$ cat src/rtl/core/stun_binding_response_parser_assert.svh
// Assertion macros used by the top-level parser file.
`ifndef STUN_BINDING_RESPONSE_PARSER_ASSERT_SVH
`define STUN_BINDING_RESPONSE_PARSER_ASSERT_SVH

// Same-cycle implication, checked out of reset.
`define SBRP_ASSERT_NOW(lbl, ante, cons, msg) \
  lbl: assert property (@(posedge clk) disable iff (!rst_n) (ante) |-> (cons)) \
    else $error(msg);

// Next-cycle implication, checked out of reset.
`define SBRP_ASSERT_NEXT(lbl, ante, cons, msg) \
  lbl: assert property (@(posedge clk) disable iff (!rst_n) (ante) |=> (cons)) \
    else $error(msg);

`endif

$ cat src/rtl/core/sbrp_pkg.sv
`timescale 1ns / 1ps

package sbrp_pkg;

  localparam int unsigned MAX_PACKET_BYTES = 65535;

  localparam logic [16:0] HEADER_BYTES = 17'd20;
  localparam logic [16:0] OFFSET_MAX   = 17'h1FFFF;
  localparam logic [31:0] COOKIE_VAL   = 32'h2112A442;
  localparam logic [15:0] TYPE_RESP    = 16'h0101;
  localparam logic [15:0] TYPE_ERR     = 16'h0111;
  localparam logic [15:0] ATTR_XOR_MAP = 16'h0020;
  localparam logic [15:0] ATTR_MAP     = 16'h0001;
  localparam logic [7:0]  FAMILY_IPV4  = 8'h01;

  localparam logic [1:0] ST_NONE   = 2'd0;
  localparam logic [1:0] ST_ERROR  = 2'd1;
  localparam logic [1:0] ST_FOUND  = 2'd2;
  localparam logic [1:0] ST_NOADDR = 2'd3;

  localparam logic [1:0] KIND_NONE = 2'd0;
  localparam logic [1:0] KIND_XOR  = 2'd1;
  localparam logic [1:0] KIND_MAP  = 2'd2;

  localparam int unsigned TDATA_BITS = 152;

  // Header view: current offset and length, plus field values after this byte.
  typedef struct packed {
    logic [16:0] pos;
    logic [15:0] decl_len;
    logic [15:0] msg_type;
    logic [31:0] cookie;
    logic [31:0] txn_hi;
    logic [63:0] txn_lo;
  } hdr_info_t;

  // Walker view after this byte.
  typedef struct packed {
    logic [1:0]  found;
    logic [15:0] port;
    logic [31:0] addr;
  } walk_info_t;

endpackage

$ cat src/rtl/core/sbrp_hdr.sv
`timescale 1ns / 1ps

module sbrp_hdr (
  input  logic                clk,
  input  logic                rst_n,
  input  logic                step,
  input  logic                last,
  input  logic [7:0]          data_byte,
  output sbrp_pkg::hdr_info_t info
);

  logic [16:0] pos_r, pos_nxt;
  logic [15:0] type_r, type_nxt;
  logic [15:0] dlen_r, dlen_nxt;
  logic [31:0] cookie_r, cookie_nxt;
  logic [31:0] txn_hi_r, txn_hi_nxt;
  logic [63:0] txn_lo_r, txn_lo_nxt;

  always_comb begin
    type_nxt   = type_r;
    dlen_nxt   = dlen_r;
    cookie_nxt = cookie_r;
    txn_hi_nxt = txn_hi_r;
    txn_lo_nxt = txn_lo_r;
    if (pos_r < 17'd2) begin
      type_nxt = {type_r[7:0], data_byte};
    end else if (pos_r < 17'd4) begin
      dlen_nxt = {dlen_r[7:0], data_byte};
    end else if (pos_r < 17'd8) begin
      cookie_nxt = {cookie_r[23:0], data_byte};
    end else if (pos_r < 17'd12) begin
      txn_hi_nxt = {txn_hi_r[23:0], data_byte};
    end else if (pos_r < sbrp_pkg::HEADER_BYTES) begin
      txn_lo_nxt = {txn_lo_r[55:0], data_byte};
    end
    pos_nxt = (pos_r < sbrp_pkg::OFFSET_MAX) ? pos_r + 17'd1 : pos_r;
  end

  always_ff @(posedge clk) begin
    if (!rst_n) begin
      pos_r    <= '0;
      type_r   <= '0;
      dlen_r   <= '0;
      cookie_r <= '0;
      txn_hi_r <= '0;
      txn_lo_r <= '0;
    end else if (step) begin
      if (last) begin
        pos_r    <= '0;
        type_r   <= '0;
        dlen_r   <= '0;
        cookie_r <= '0;
        txn_hi_r <= '0;
        txn_lo_r <= '0;
      end else begin
        pos_r    <= pos_nxt;
        type_r   <= type_nxt;
        dlen_r   <= dlen_nxt;
        cookie_r <= cookie_nxt;
        txn_hi_r <= txn_hi_nxt;
        txn_lo_r <= txn_lo_nxt;
      end
    end
  end

  assign info.pos      = pos_r;
  assign info.decl_len = dlen_r;
  assign info.msg_type = type_nxt;
  assign info.cookie   = cookie_nxt;
  assign info.txn_hi   = txn_hi_nxt;
  assign info.txn_lo   = txn_lo_nxt;

endmodule

$ cat src/rtl/core/sbrp_walk.sv
`timescale 1ns / 1ps

module sbrp_walk (
  input  logic                 clk,
  input  logic                 rst_n,
  input  logic                 step,
  input  logic                 last,
  input  logic [7:0]           data_byte,
  input  logic [16:0]          pos,
  input  logic [15:0]          decl_len,
  output sbrp_pkg::walk_info_t info
);

  logic [16:0] start_r, start_nxt;
  logic [15:0] kind_r, kind_nxt;
  logic [15:0] len_r, len_nxt;
  logic [7:0]  family_r, family_nxt;
  logic [15:0] port_r, port_nxt;
  logic [31:0] addr_r, addr_nxt;
  logic [1:0]  found_r, found_nxt;
  logic        stop_r, stop_nxt;

  logic [16:0] end_pos;
  logic [16:0] rel;
  logic [16:0] vi;
  logic [17:0] attr_end;
  logic [17:0] padded_next;
  logic        active;

  always_comb begin
    start_nxt  = start_r;
    kind_nxt   = kind_r;
    len_nxt    = len_r;
    family_nxt = family_r;
    port_nxt   = port_r;
    addr_nxt   = addr_r;
    found_nxt  = found_r;
    stop_nxt   = stop_r;

    end_pos     = sbrp_pkg::HEADER_BYTES + {1'b0, decl_len};
    rel         = pos - start_r;
    vi          = rel - 17'd4;
    attr_end    = {1'b0, start_r} + 18'd4 + {2'b00, len_r | {8'h00, data_byte}};
    padded_next = {1'b0, start_r} + 18'd4 + ((18'({2'b00, len_r}) + 18'd3) & ~18'd3);
    active      = (pos < 17'(sbrp_pkg::MAX_PACKET_BYTES)) && !stop_r &&
                  (found_r == sbrp_pkg::KIND_NONE) && (pos >= start_r) && (pos < end_pos);

    if (active) begin
      if (rel == 17'd0) begin
        kind_nxt = {data_byte, 8'h00};
      end else if (rel == 17'd1) begin
        kind_nxt = kind_r | {8'h00, data_byte};
      end else if (rel == 17'd2) begin
        len_nxt = {data_byte, 8'h00};
      end else if (rel == 17'd3) begin
        len_nxt = len_r | {8'h00, data_byte};
        if (attr_end > {1'b0, end_pos}) begin
          stop_nxt = 1'b1;
        end else if (len_nxt == 16'd0) begin
          start_nxt = start_r + 17'd4;
        end
      end else begin
        if (vi == 17'd1) begin
          family_nxt = data_byte;
        end else if (vi == 17'd2 || vi == 17'd3) begin
          port_nxt = {port_r[7:0], data_byte};
        end else if (vi >= 17'd4 && vi <= 17'd7) begin
          addr_nxt = {addr_r[23:0], data_byte};
        end
        if (vi + 17'd1 == {1'b0, len_r}) begin
          if (len_r >= 16'd8 && family_nxt == sbrp_pkg::FAMILY_IPV4) begin
            if (kind_r == sbrp_pkg::ATTR_XOR_MAP) begin
              port_nxt  = port_nxt ^ sbrp_pkg::COOKIE_VAL[31:16];
              addr_nxt  = addr_nxt ^ sbrp_pkg::COOKIE_VAL;
              found_nxt = sbrp_pkg::KIND_XOR;
            end else if (kind_r == sbrp_pkg::ATTR_MAP) begin
              found_nxt = sbrp_pkg::KIND_MAP;
            end
          end
          start_nxt = padded_next[16:0];
        end
      end
    end
  end

  always_ff @(posedge clk) begin
    if (!rst_n) begin
      start_r  <= sbrp_pkg::HEADER_BYTES;
      kind_r   <= '0;
      len_r    <= '0;
      family_r <= '0;
      port_r   <= '0;
      addr_r   <= '0;
      found_r  <= sbrp_pkg::KIND_NONE;
      stop_r   <= 1'b0;
    end else if (step) begin
      if (last) begin
        start_r  <= sbrp_pkg::HEADER_BYTES;
        kind_r   <= '0;
        len_r    <= '0;
        family_r <= '0;
        port_r   <= '0;
        addr_r   <= '0;
        found_r  <= sbrp_pkg::KIND_NONE;
        stop_r   <= 1'b0;
      end else begin
        start_r  <= start_nxt;
        kind_r   <= kind_nxt;
        len_r    <= len_nxt;
        family_r <= family_nxt;
        port_r   <= port_nxt;
        addr_r   <= addr_nxt;
        found_r  <= found_nxt;
        stop_r   <= stop_nxt;
      end
    end
  end

  assign info.found = found_nxt;
  assign info.port  = port_nxt;
  assign info.addr  = addr_nxt;

endmodule

$ cat src/rtl/core/stun_binding_response_parser.sv
`timescale 1ns / 1ps
`include "stun_binding_response_parser_assert.svh"

// Parses a STUN Binding Response one UDP payload byte per item and delivers one
// result item per packet, on the byte marked tlast. Bytes are taken at one per
// cycle when not stalled: each byte lands in an input register and updates the header
// and attribute parsers when it advances, and on a last byte the result is loaded into
// the output register at that same edge, from which it is offered on out_tdata.
// The input side stalls only when a last byte is waiting and the previous result
// has not yet been taken. After each last byte the parser is back in its reset state.

module stun_binding_response_parser (
  input  logic         clk,
  input  logic         rst_n,
  input  logic         in_tvalid,
  output logic         in_tready,
  input  logic [7:0]   in_tdata,   // data_byte
  input  logic         in_tlast,   // last_byte
  output logic         out_tvalid,
  input  logic         out_tready,
  // txn_id_high, txn_id_low, mapped_ipv4, mapped_port, address_kind, zero pad
  output logic [sbrp_pkg::TDATA_BITS-1:0] out_tdata,
  output logic [1:0]   out_tuser   // status
);

  logic       in_vld_r;
  logic [7:0] in_byte_r;
  logic       in_last_r;
  logic       advance;

  logic                          out_vld_r;
  logic [sbrp_pkg::TDATA_BITS-1:0] out_data_r, out_data_nxt;
  logic [1:0]                    out_user_r, out_user_nxt;

  sbrp_pkg::hdr_info_t  hdr;
  sbrp_pkg::walk_info_t walk;

  logic is_reply;

  assign advance   = in_vld_r && (!in_last_r || !out_vld_r || out_tready);
  assign in_tready = !in_vld_r || advance;

  always_ff @(posedge clk) begin
    if (!rst_n) begin
      in_vld_r <= 1'b0;
    end else if (in_tready) begin
      in_vld_r <= in_tvalid;
    end
  end

  always_ff @(posedge clk) begin
    if (in_tready && in_tvalid) begin
      in_byte_r <= in_tdata;
      in_last_r <= in_tlast;
    end
  end

  sbrp_hdr u_hdr (
    .clk       (clk),
    .rst_n     (rst_n),
    .step      (advance),
    .last      (in_last_r),
    .data_byte (in_byte_r),
    .info      (hdr)
  );

  sbrp_walk u_walk (
    .clk       (clk),
    .rst_n     (rst_n),
    .step      (advance),
    .last      (in_last_r),
    .data_byte (in_byte_r),
    .pos       (hdr.pos),
    .decl_len  (hdr.decl_len),
    .info      (walk)
  );

  always_comb begin
    is_reply = (hdr.pos >= (sbrp_pkg::HEADER_BYTES - 17'd1)) &&
               (hdr.cookie == sbrp_pkg::COOKIE_VAL) &&
               (hdr.msg_type == sbrp_pkg::TYPE_RESP || hdr.msg_type == sbrp_pkg::TYPE_ERR);
    out_data_nxt = '0;
    out_user_nxt = sbrp_pkg::ST_NONE;
    if (is_reply) begin
      out_data_nxt[31:0]  = hdr.txn_hi;
      out_data_nxt[95:32] = hdr.txn_lo;
      if (hdr.msg_type == sbrp_pkg::TYPE_ERR) begin
        out_user_nxt = sbrp_pkg::ST_ERROR;
      end else if (walk.found != sbrp_pkg::KIND_NONE) begin
        out_user_nxt          = sbrp_pkg::ST_FOUND;
        out_data_nxt[127:96]  = walk.addr;
        out_data_nxt[143:128] = walk.port;
        out_data_nxt[145:144] = walk.found;
      end else begin
        out_user_nxt = sbrp_pkg::ST_NOADDR;
      end
    end
  end

  always_ff @(posedge clk) begin
    if (!rst_n) begin
      out_vld_r <= 1'b0;
    end else if (advance && in_last_r) begin
      out_vld_r <= 1'b1;
    end else if (out_tready) begin
      out_vld_r <= 1'b0;
    end
  end

  always_ff @(posedge clk) begin
    if (advance && in_last_r) begin
      out_data_r <= out_data_nxt;
      out_user_r <= out_user_nxt;
    end
  end

  assign out_tvalid = out_vld_r;
  assign out_tdata  = out_data_r;
  assign out_tuser  = out_user_r;

  `SBRP_ASSERT_NOW(a_stall_cause, !in_tready, in_vld_r && in_last_r && out_vld_r && !out_tready, "input stalled without a waiting result")
  `SBRP_ASSERT_NOW(a_none_is_zero, out_tvalid && out_tuser == sbrp_pkg::ST_NONE, out_tdata == '0, "non-STUN result carries data")
  `SBRP_ASSERT_NOW(a_kind_matches, out_tvalid, (out_tuser == sbrp_pkg::ST_FOUND) == (out_tdata[145:144] != sbrp_pkg::KIND_NONE), "address kind disagrees with status")
  `SBRP_ASSERT_NEXT(a_offset_clear, advance && in_last_r, hdr.pos == 17'd0, "offset not cleared after last byte")

endmodule

$ cat config.mk
export PLATFORM = sky130hd
export DESIGN_NAME = stun_binding_response_parser
export DESIGN_NICKNAME = d
export VERILOG_FILES = /design/src/rtl/core/sbrp_pkg.sv /design/src/rtl/core/sbrp_hdr.sv /design/src/rtl/core/sbrp_walk.sv /design/src/rtl/core/stun_binding_response_parser.sv
export VERILOG_INCLUDE_DIRS = /design/src /design/src/rtl/core
export SDC_FILE = /design/constraint.sdc
export NUM_CORES = 1
export LEC_CHECK = 0
export CAP_MARGIN = 10
export CORE_MARGIN = 2
export CORE_UTILIZATION = 55
export DETAILED_ROUTE_END_ITERATION = 8
export DONT_BUFFER_PORTS = 1
export PLACE_DENSITY = 0.82
export SKIP_LAST_GASP = 1
export SYNTH_ARGS = -nofsm -noshare
export SYNTH_HDL_FRONTEND = slang
export SYNTH_SLANG_ARGS = --single-unit
$ cat constraint.sdc
create_clock -name clk -period 13.63 [get_ports clk]
set_input_delay 0.6815 -clock clk [delete_from_list [all_inputs] [get_ports clk]]
set_output_delay 0.6815 -clock clk [all_outputs]
set_load 0.005 [all_outputs]
==> impl_metrics.yaml <==
global_routing:
  antenna_found_initial: 1
  grt_pass1_wl_mm: 102
  grt_start_max_net_pins: 246
  grt_usage: 0.285
  busiest_layer: "met2"
  gr-usage-met1: 0.374
  grt_use_met2: 0.456
  grtUsageMet3: 0.0611
  grt_pass1_vias: 18697
  overflow: 0
floorplan:
  start_util: 0.560
  die_x_um: 211
  ios: 169
  core_mm2: 0.0421
  die-area_mm2: 0.0446
  rows: 75
  die_h_um: 211
drt:
  routed_wirelength_mm: 65.0
  drcViolationCount: 0
  vias_per_cell: 6.36
  wl_per_cell_um: 20.8
  first_pass_iters: 6
  antenna_left: 0
  drtIter0Drc: 2245
  vias: 19871
timing:
  fin_setup_tns_ps: 0
  fmax_ghz: 0.157
  worst_pin_slew_ps: 1220
  slew_headroom: 0.188
  fin_crit_ps: 6370
  setup_violations: 0
  period_share: 0.468
  finalClockSkew_ps: 34.4
  final_max_slew_viol_count: 0
  setup_slack_ps: 7260
  hold_viol: 0
  rsz0062_at_grt: "no"
min_path:
  hp-start: "in_tlast"
  hold_path.class: "in -> reg"
  holdPathEnd: "in_last_r"
  hold_depth: 0
pwr:
  power_mw: 2.77
  p_per_area_mw_per_mm2: 109
  p_leak_nw: 8.50
  vdd_ir_drop_max_mv: 0.0887
layout:
  area_growth_syn_to_layout_pct: 7.78
  num-nets-final: 2652
  mostFrequentLayoutCells: "nand2_1 (388), dfxtp_1 (285), nor2b_1 (246)"
  final_cells: 3122
  drive_gt1_frac: 0.0639
  diodes: 0
  mostFrequentLayoutCell: "nand2_1"
  final_util: 0.603
synth:
  syn_inst: 2622
  synth_cell_type_count: 91
  synth-seq-cells: 442
  ys_warn_count: 0
  yosysSeqAreaShare: 0.442
  async_reset_ff_frac: 0
  yosys_most_used_dff: "dfxtp_1"
  synth-edff-count: 157
  avgSynthCellArea_um2: 9.00
  mappedNetlistArea_mm2: 0.0236
setup_path:
  worstReg2RegStart: "u_hdr.pos_r[4]"
  worst_r2r_endpoint: "u_walk.addr_r[30]"
  slowest_delay_ps: 1060
  worst-path-max-fanout: 27
  crit_top_cell: "a21oi_1"
  cp.required_ps: 14160
  cp_top_family: "simple AND/OR/NAND/NOR gates"
  endpoint_kind: "register"
  reg2regPathDepth: 14
  slowest_stage: "nor2_1"
  worstPathArrival_ps: 6910
  cp.buffers_inverters: 0
  criticalPathCategory: "reg -> reg"
  startpoint_type: "register"
  worstPathCellList: "ha_1, a21oi_1, a21oi_1, o2111a_1, a311oi_2, a311oi_1, o211ai_1, xnor2_1, nor3_1, and3_1, nand2_1, nor2_1, a22oi_1, nor2b_1"
  r2r_setup_slack_ps: 7260
placed_design:
  dpl_worst_slack_ps: 7390
  dp_hpwl_mm: 44.2
  dp.cells: 3037
  portBuffers: 0
  gp_congestion: 0.924
cts:
  root_buffer: "clkbuf_16"
  clock-sinks: 442
  h-tree-depth: 2
  cts_hold_buf: 0
  cts-resized-gates: 0
  clkTransAtPathRegs_ps: 60
  post_cts_buffers: 0
  ctsLongestPathBuffers: 3
  cts_made_buffers: 45
  tritoncts: "yes"
  clk_latency_ps: 600
run_status:
  status: "finished clean"
flow_run:
  drv_cap: 0
state kept, by name, summed over array words and instances, names as in the netlist, 8 cells and up:
register and cells:
out_tdata 146, u_hdr.cookie_r 32, u_walk.kind_r 16, in_byte_r 8, u_walk.family_r 8, u_walk.addr_r 32
u_hdr.dlen_r 16, u_hdr.type_r 16, u_walk.start_r 15, u_walk.port_r 16, u_hdr.txn_hi_r 32, u_hdr.pos_r 17
u_hdr.txn_lo_r 64, u_walk.len_r 16
stage by stage:
step / hold WS (ps) / area [µm²]
floorplan: 428 / 23600
global placement: 441 / 23900
detailed placement: 459 / 23900
CTS: 180 / 25400
global route: 182 / 25400
finish: 194 / 25400
worst max path at each step:
stage | start | end | slack (ps) | depth (start not counted)
final | u_hdr.pos_r[4] | u_walk.addr_r[30] | 7260 | 14
after global placement | u_hdr.pos_r[4] | u_walk.addr_r[19] | 7740 | 14
after global routing | u_walk.start_r[4] | u_walk.addr_r[9] | 6740 | 15
after detailed placement | u_hdr.pos_r[4] | u_walk.addr_r[30] | 7390 | 14
after CTS | u_hdr.pos_r[4] | u_walk.addr_r[30] | 7380 | 14
after floorplan | out_tready | u_walk.kind_r[0] | 8330 | 9
cell usage after synthesis (10+ instances only):
cell type | n | area, µm²
o21ai_1 | 17 | 85.1
nand2_1 | 389 | 1460
ha_1 | 91 | 1140
or3_1 | 10 | 62.6
nor2b_1 | 246 | 1540
nor2_1 | 131 | 492
o211ai_1 | 18 | 135
nor3_1 | 36 | 180
nor4_1 | 26 | 163
buf_2 | 13 | 65.1
xor2_1 | 45 | 394
and2_1 | 14 | 87.6
xnor2_1 | 76 | 666
and3_1 | 17 | 106
a31oi_1 | 23 | 144
nand2b_1 | 14 | 87.6
o21bai_1 | 19 | 143
clkbuf_1 | 129 | 484
a21oi_1 | 220 | 1100
a22oi_1 | 215 | 1610
nand4_1 | 26 | 163
mux2i_1 | 33 | 330
a21o_1 | 22 | 165
dfxtp_1 | 285 | 5710
o21ai_0 | 52 | 260
or2_2 | 12 | 75.1
inv_1 | 58 | 218
edfxtp_1 | 157 | 4710
a21oi_2 | 20 | 175
nand3_1 | 60 | 300
logic make-up (layout without fill, tap and decap cells):
logic type      count (synthesis)  after routing  synth area share
xor+xnor                      123            123            0.0468
compound gates                683            683             0.192
buf+inv                       219            173            0.0374
other cells                     2              9          0.000318
mux                            35             35            0.0150
simple gates                 1026           1026             0.218
fa+ha+maj                      92             92            0.0491
flops                         442            442             0.442
metal layers:
| metal | wire length [µm] | vias up | share of wire |
|---|---|---|---|
| li1 | - | 9223 | - |
| met2 | 30200 | 915 | 0.46 |
| met4 | 2400 | 0 | 0.037 |
| met3 | 5780 | 182 | 0.089 |
| met5 | 0 | - | 0 |
| met1 | 26600 | 9551 | 0.41 |
cell type report:
class                      instances  area [µm²]
tap                              539         674
multi-input combinational       1968       12400
timing repair buffer              32         248
clock inverter                    22         282
fill                            3442       16700
clock buffer                      61        1220
inverter                          58         223
sequential                       442       10400
where the power goes:
part	total, mW	switching [mW]	internal (mW)
clock network	1.27	0.529	0.743
logic	0.121	0.0790	0.0423
registers	1.38	0.00714	1.37
total	2.77	0.615	2.15
(Power assumes the default switching activity.)
